===== src/rtl/core/jos_pkg.sv =====
// ----------------------------------------------------------------------------
// jos_pkg
// Shared types and field widths for the jet odd-even sorter.
// ----------------------------------------------------------------------------
package jos_pkg;

   localparam int ENERGY_W = 18;
   localparam int SEED_W   = 16;
   localparam int ETA_W    = 2;
   localparam int PHI_W    = 5;
   localparam int REC_W    = ENERGY_W + SEED_W + ETA_W + PHI_W;
   localparam int TDATA_W  = ((REC_W + 7) / 8) * 8;

   typedef struct packed {
      logic [PHI_W-1:0]    phi;
      logic [ETA_W-1:0]    eta;
      logic [SEED_W-1:0]   seed;
      logic [ENERGY_W-1:0] energy;
   } jet_rec_type;

   // per-cell control for one cycle
   typedef struct packed {
      logic shift;   // take the right neighbor's record
      logic cmp_lo;  // lower cell of a compare pair
      logic cmp_hi;  // upper cell of a compare pair
   } cell_ctrl_type;

endpackage


===== src/rtl/core/jos_cell.sv =====
// ----------------------------------------------------------------------------
// jos_cell
// One sorter cell: holds a jet record; shifts or compare-exchanges with a
// neighbor.
// ----------------------------------------------------------------------------
module jos_cell (
   input  logic                   clock,
   input  jos_pkg::cell_ctrl_type ctrl,
   input  jos_pkg::jet_rec_type   left_rec,
   input  jos_pkg::jet_rec_type   right_rec,
   output jos_pkg::jet_rec_type   rec
);
   import jos_pkg::*;

   jet_rec_type rec_ff;
   jet_rec_type rec_in;

   always_comb begin
      rec_in = rec_ff;
      priority if (ctrl.shift) begin
         rec_in = right_rec;
      end else if (ctrl.cmp_lo) begin
         // larger energy moves to the lower index; ties stay put
         if (right_rec.energy > rec_ff.energy) rec_in = right_rec;
      end else if (ctrl.cmp_hi) begin
         if (rec_ff.energy > left_rec.energy) rec_in = left_rec;
      end else begin
         rec_in = rec_ff;
      end
   end

   always_ff @(posedge clock) begin
      rec_ff <= rec_in;
   end

   assign rec = rec_ff;

endmodule


===== src/rtl/core/jet_odd_even_sorter_core.sv =====
// ----------------------------------------------------------------------------
// jet_odd_even_sorter_core
// Collects a set of jet records and emits them sorted by descending energy.
// ----------------------------------------------------------------------------
// Usage:
//   req_* : one jet record per request. NUM_ENTRIES requests form a set,
//           sector 0 first, then sector 1. req_tready is high only while
//           the set is loading.
//   rsp_* : after a full set, the top NUM_OUT (at most NUM_ENTRIES) records
//           in descending energy; equal energies keep arrival order.
//           rsp_tlast marks the final record of the set.
// Per set: the requests are loaded, then the sort runs one odd-even
//   transposition stage per cycle across the cell row, then one record is
//   emitted per cycle when the receiver is ready.
// Stall: while rsp_tready is low the head record is held and the row does
//   not shift; no new request is taken until the set has drained.
// Reset: returns to loading with an empty set. Cell contents are not reset;
//   every cell is overwritten before it is read.
// ----------------------------------------------------------------------------
module jet_odd_even_sorter_core #(
   parameter int NUM_ENTRIES = 10,
   parameter int NUM_OUT     = 9
) (
   input  logic                         clock,
   input  logic                         reset,
   // req_tdata: energy[17:0], seed_energy[33:18], eta[35:34], phi[40:36]
   input  logic [jos_pkg::TDATA_W-1:0]  req_tdata,
   input  logic                         req_tvalid,
   output logic                         req_tready,
   // rsp_tdata: energy[17:0], seed_energy[33:18], eta[35:34], phi[40:36]
   output logic [jos_pkg::TDATA_W-1:0]  rsp_tdata,
   output logic                         rsp_tlast,
   output logic                         rsp_tvalid,
   input  logic                         rsp_tready
);
   import jos_pkg::*;

   localparam int N_EMIT = (NUM_OUT < NUM_ENTRIES) ? NUM_OUT : NUM_ENTRIES;
   localparam int CNT_W  = $clog2(NUM_ENTRIES + 1);

   typedef enum logic [2:0] {
      ST_LOAD = 3'b001,
      ST_SORT = 3'b010,
      ST_EMIT = 3'b100
   } state_type;

   state_type         state_ff, state_in;
   logic [CNT_W-1:0]  cnt_ff, cnt_in;   // load, stage or emit count by state

   logic        req_fire;
   logic        rsp_fire;
   logic        cnt_done;
   jet_rec_type req_rec;

   jet_rec_type   cell_rec [NUM_ENTRIES];
   cell_ctrl_type cell_ctrl [NUM_ENTRIES];

   assign req_tready = (state_ff == ST_LOAD);
   assign rsp_tvalid = (state_ff == ST_EMIT);
   assign req_fire   = req_tvalid & req_tready;
   assign rsp_fire   = rsp_tvalid & rsp_tready;

   // unpack request, lowest field first
   assign req_rec.energy = req_tdata[ENERGY_W-1:0];
   assign req_rec.seed   = req_tdata[ENERGY_W +: SEED_W];
   assign req_rec.eta    = req_tdata[ENERGY_W + SEED_W +: ETA_W];
   assign req_rec.phi    = req_tdata[ENERGY_W + SEED_W + ETA_W +: PHI_W];

   // head of the row drives the response
   assign rsp_tdata = TDATA_W'({cell_rec[0].phi, cell_rec[0].eta,
                                cell_rec[0].seed, cell_rec[0].energy});

   always_comb begin
      unique case (state_ff)
         ST_LOAD: cnt_done = (cnt_ff == CNT_W'(NUM_ENTRIES - 1));
         ST_SORT: cnt_done = (cnt_ff == CNT_W'(NUM_ENTRIES - 1));
         ST_EMIT: cnt_done = (cnt_ff == CNT_W'(N_EMIT - 1));
         default: cnt_done = 1'b0;
      endcase
   end

   assign rsp_tlast = cnt_done;

   always_comb begin
      state_in = state_ff;
      cnt_in   = cnt_ff;
      unique case (state_ff)
         ST_LOAD: begin
            if (req_fire) begin
               cnt_in = cnt_done ? '0 : cnt_ff + 1'b1;
               if (cnt_done) state_in = ST_SORT;
            end
         end
         ST_SORT: begin
            cnt_in = cnt_done ? '0 : cnt_ff + 1'b1;
            if (cnt_done) state_in = ST_EMIT;
         end
         ST_EMIT: begin
            if (rsp_fire) begin
               cnt_in = cnt_done ? '0 : cnt_ff + 1'b1;
               if (cnt_done) state_in = ST_LOAD;
            end
         end
         default: begin
            state_in = ST_LOAD;
            cnt_in   = '0;
         end
      endcase
   end

   always_ff @(posedge clock) begin
      if (reset) begin
         state_ff <= ST_LOAD;
         cnt_ff   <= '0;
      end else begin
         state_ff <= state_in;
         cnt_ff   <= cnt_in;
      end
   end

   // cell row: loads shift in at the top end, emits shift out at cell 0,
   // sort stages pair cells by the parity of the stage count
   genvar gi;
   generate
      for (gi = 0; gi < NUM_ENTRIES; gi++) begin : g_cell
         localparam logic PAR = 1'(gi % 2);
         jet_rec_type left_rec;
         jet_rec_type right_rec;

         if (gi == 0) begin : g_left_end
            assign left_rec = '0;
         end else begin : g_left
            assign left_rec = cell_rec[gi-1];
         end

         if (gi == NUM_ENTRIES - 1) begin : g_right_end
            assign right_rec = req_rec;
         end else begin : g_right
            assign right_rec = cell_rec[gi+1];
         end

         assign cell_ctrl[gi].shift  = req_fire | rsp_fire;
         assign cell_ctrl[gi].cmp_lo = (state_ff == ST_SORT) &&
                                       (gi + 1 < NUM_ENTRIES) &&
                                       (cnt_ff[0] == PAR);
         assign cell_ctrl[gi].cmp_hi = (state_ff == ST_SORT) && (gi >= 1) &&
                                       (cnt_ff[0] != PAR);

         jos_cell u_cell (
            .clock     (clock),
            .ctrl      (cell_ctrl[gi]),
            .left_rec  (left_rec),
            .right_rec (right_rec),
            .rec       (cell_rec[gi])
         );
      end
   endgenerate

endmodule

===== config.mk =====
export PLATFORM = sky130hd
export DESIGN_NAME = jet_odd_even_sorter_core
export DESIGN_NICKNAME = d
export VERILOG_FILES = /design/src/rtl/core/jos_pkg.sv /design/src/rtl/core/jos_cell.sv /design/src/rtl/core/jet_odd_even_sorter_core.sv
export SDC_FILE = /design/constraint.sdc
export NUM_CORES = 1
export LEC_CHECK = 0
export BUFFER_PORTS_ARGS = -buffer_cell sky130_fd_sc_hd__clkbuf_2
export CORE_MARGIN = 5
export CORE_UTILIZATION = 60
export CTS_CLUSTER_SIZE = 25
export DETAILED_ROUTE_END_ITERATION = 8
export PLACE_DENSITY = 0.75
export SLEW_MARGIN = 0
export SYNTH_ARGS = -nofsm -noshare
export SYNTH_HDL_FRONTEND = slang
export SYNTH_SLANG_ARGS = --single-unit

===== constraint.sdc =====
create_clock -name clock -period 5.7 [get_ports clock]
set_input_delay 0 -clock clock [delete_from_list [all_inputs] [get_ports clock]]
set_output_delay 0 -clock clock [all_outputs]
set_load 0.02 [all_outputs]

==> impl_metrics.py <==
metrics = {
    "sta": {
        "setup_ws_ns": 1.80,
        "finalCritPeriodShare_pct": 68.4,
        "setup_total_negative_slack_ns": 0,
        "min_period_ns": 3.90,
        "worst_slew_pin_slew_ns": 1.13,
        "holdWs_ns": 0.0385,
        "finalSetupViolCount": 0,
        "fmax_ghz": 0.257,
        "drv_slew": 0,
        "skew_ns": 0.0163,
        "relSlewSlack_pct": 24.8,
        "rsz0062_at_grt": "false",
        "hold_viol_final": 0,
    },
    "synth": {
        "syn_area_per_cell_um2": 12.9,
        "synthTopCellsByArea": "edfxtp_1 (58%), ha_1 (9.6%), mux2_2 (7.7%)",
        "synth_top_area_share_pct": 57.8,
        "synth_ff_type": "edfxtp_1",
        "synthesis.area_um2": 21300,
        "synth_cell_types": 58,
        "synthMuxAreaShare_pct": 11.9,
        "synth_edf_count": 410,
        "synth-seq-area-share_pct": 58.5,
        "synth_xor_area_share_pct": 0.123,
        "ys_warn_count": 0,
        "synth_compound_area_share_pct": 7.84,
        "yosys.area.top_type": "edfxtp_1",
        "synth_top_family_by_area": "multiplexers",
        "ys_ff_latch": 417,
        "synthAdderAreaFrac_pct": 9.58,
        "synthSimpleGateAreaFrac_pct": 6.93,
        "syn_inst": 1656,
        "async_reset_ff_share_pct": 0,
    },
    "power": {
        "pwr-share-clk_pct": 35.7,
        "p_leak_nw": 9.59,
        "p_comb_share_pct": 13.4,
        "p_int_mw": 5.79,
        "power_per_cell_area_nw_per_um2": 324,
        "report.power.total_mw": 7.74,
        "switching_share_pct": 25.3,
        "power.switching_mw": 1.95,
        "ir_drop_mv": 0.249,
        "power_frac_seq_pct": 50.9,
    },
    "routing": {
        "drc": 0,
        "wl_per_cell_um": 19.3,
        "postRouteAntennaNets": 0,
        "first_pass_iters": 5,
        "vias": 13158,
        "avgViaCountPerCell": 5.76,
        "drtIter0Drc": 944,
        "route.final.wire_length_um": 44100,
    },
    "setup_path": {
        "rr_worst_depth": 7,
        "crit_top_cell": "buf_4",
        "cp-start-kind": "flop",
        "slowest_stage": "buf_4",
        "cp_top_family": "buffers and inverters",
        "crit_arrival_ns": 4.18,
        "required_ns": 5.99,
        "r2r-end": "g_cell[5].u_cell.rec[12]",
        "r2r-start": "state_ff[2]",
        "path_cells": "nand3b_1 > a21oi_4 > buf_4 > a21oi_4 > buf_4 > buf_4 > o21ai_0",
        "path_class": "reg2reg",
        "worstPathMaxFanout": 97,
        "r2r_slack_ns": 1.80,
        "path_buf_inv": 3,
        "cp-end-kind": "flop",
        "cp_slowest_stage_delay_ns": 0.88,
    },
    "floorplanning": {
        "die_y_um": 198,
        "die-width_um": 198,
        "io_pins": 103,
        "num_rows": 69,
        "core_um2": 35300,
        "dieArea_um2": 39400,
        "initial_utilization_pct": 60.3,
    },
    "hold_path": {
        "worst_hold_startpoint": "rsp_tready",
        "whs_endpoint": "cnt_ff[0]",
        "hold_path_class": "in2reg",
        "hold_depth": 5,
    },
    "global_route": {
        "grt_max_degree": 98,
        "grt_first_pass_wirelength_um": 70400,
        "overflow": 0,
        "antenna_found_initial": 0,
        "grt_pass1_vias": 13337,
        "globalRouteTotalUtil_pct": 22.4,
    },
    "flow_run": {
        "maxCapViolations": 0,
    },
    "clock_network": {
        "clkLatencyLatePin_ns": 0.56,
        "cts_made_buffers": 44,
        "ctsResizeCount": 0,
        "clkSinkCount": 417,
        "clockBufferDepth": 3,
        "clk_pin_slew_ns": 0.06,
        "clockRootBuffer": "clkbuf_16",
        "htree_levels": 2,
        "tritoncts": "done",
    },
    "placed_design": {
        "dpl.hpwl_um": 30600,
        "port_buffers": 88,
        "gp_congestion": 0.901,
        "pre_cts_ws_ns": 1.85,
    },
    "layout": {
        "nFillCells": 2509,
        "final_layout_size_suffix_gt1_share_pct": 18.2,
        "final_util_pct": 67.7,
        "layout-area-overhead-vs-synth_pct": 12.3,
        "antenna_cells": 0,
        "final_nets": 2006,
    },
    "status": {
        "status": "completed",
    },
}
-- power groups by stage --
stage / clock [mW] / sequential, mW / combinational [mW]
2_1_floorplan: 0 / 3.96 / 0.715
3_3_place_gp: 0 / 3.98 / 0.952
3_5_place_dp: 0 / 4.00 / 1.01
4_1_cts: 2.82 / 3.94 / 1.04
5_1_grt: 2.95 / 3.98 / 1.17
6_report: 2.76 / 3.94 / 1.04
-- how the worst max path moves through the flow --
stage                     slack (ns)                      from                  endpoint  cells after the start
after floorplan                 0.46  g_cell[0].u_cell.rec[17]   g_cell[1].u_cell.rec[0]                      8
after global placement          1.96               state_ff[2]   g_cell[5].u_cell.rec[5]                      7
after detailed placement        1.85               state_ff[2]  g_cell[5].u_cell.rec[12]                      7
after CTS                       1.82               state_ff[2]  g_cell[5].u_cell.rec[12]                      7
after global routing            1.54               state_ff[2]   g_cell[5].u_cell.rec[1]                      7
final                           1.80               state_ff[2]  g_cell[5].u_cell.rec[12]                      7
-- worst register-to-register path, cell delays in order, from the launching register on --
cell and delay (ns):
dfxtp_1 0.75, nand3b_1 0.26, a21oi_4 0.14, buf_4 0.28, a21oi_4 0.59, buf_4 0.89, buf_4 0.55, o21ai_0 0.17
-- final cells by class --
cell class                 instances  area [um2]  area share, %
inverter                         170         638           2.67
clock inverter                    18         165          0.691
sequential                       417       12500           52.1
timing repair buffer             150        1010           4.24
clock buffer                      62        1220           5.10
multi-input combinational       1008        7850           32.8
tap                              461         577           2.41
-- flip-flops by register name, indices dropped and copies added (netlist names) --
signal / count
cnt_ff: 4
g_cell.u_cell.rec: 410
state_ff: 3
-- per-stage QoR --
step	instance area (um2)	cells
global route	23900	2286
finish	23900	2286
CTS	23900	2286
global placement	22100	2163
floorplan	21300	1662
detailed placement	22100	2163
-- layout by cell type, fill, tap and decap left out, drive strengths merged, types with 2 or more instances in the layout --
master	synthesis	layout
edfxtp	410	410
mux2	224	224
nand2	176	176
inv	170	172
o21ai	171	171
ha	163	163
clkbuf	25	150
a21oi	59	59
dlygate4sd3	0	43
nand4	33	33
nor2	29	29
nand3	20	20
a21o	19	19
buf	42	19
nor2b	13	13
clkinv	0	13
nor3	11	11
a211oi	7	7
and4	7	7
conb	1	7
dfxtp	7	7
o211ai	6	6
nand2b	6	6
and3	6	6
nor4	5	5
a31oi	5	5
o21a	5	5
a221oi	4	4
a31o	3	3
nand3b	3	3
o21bai	2	2
a211o	2	2
o41ai	2	2
a21boi	2	2
xor2	2	2
mux2i	2	2
bufinv	0	2
or2	2	2
a32oi	2	2
-- Yosys cell counts (3+ instances only) --
| cell | number |
|---|---|
| nor3_1 | 10 |
| and4_1 | 7 |
| mux2_2 | 146 |
| nand4_1 | 33 |
| nor2_1 | 27 |
| a31o_2 | 3 |
| dfxtp_1 | 7 |
| a31oi_1 | 5 |
| nor2b_1 | 13 |
| inv_1 | 170 |
| clkbuf_1 | 25 |
| o21ai_0 | 169 |
| a211oi_1 | 7 |
| mux2_1 | 78 |
| nor4_1 | 5 |
| and3_1 | 6 |
| nand2b_1 | 5 |
| buf_4 | 11 |
| a21oi_1 | 57 |
| o21a_1 | 5 |
| o211ai_1 | 6 |
| buf_6 | 19 |
| a21o_1 | 19 |
| nand3_1 | 20 |
| a221oi_1 | 4 |
| edfxtp_1 | 410 |
| ha_1 | 163 |
| buf_2 | 11 |
| nand2_1 | 176 |
-- what timing repair did --
action                                 in CTS  in global routing
endpoints found under the hold margin      48                  0
setup buffers                               0                  0
hold buffers                               43                  0
-- layer usage --
metal / GRT usage, % / up-vias / wire (um)
met5: 0 / - / 0
met4: 5.87 / 0 / 995
met3: 2.86 / 78 / 2370
met2: 36.5 / 381 / 20700
met1: 32.4 / 6335 / 20000
li1: - / 6364 / -
-- logic make-up (layout without fill, tap and decap cells) --
kind of cell	after synthesis	count (layout)
other	1	7
buffers and inverters	237	400
XOR/XNOR	3	3
AND/OR/NAND/NOR	314	314
adder cells (fa/ha/maj)	163	163
multiplexers	226	226
flip-flops	417	417
AO/OA/AOI/OAI	295	295
Power figures use the tool's default switching activity.
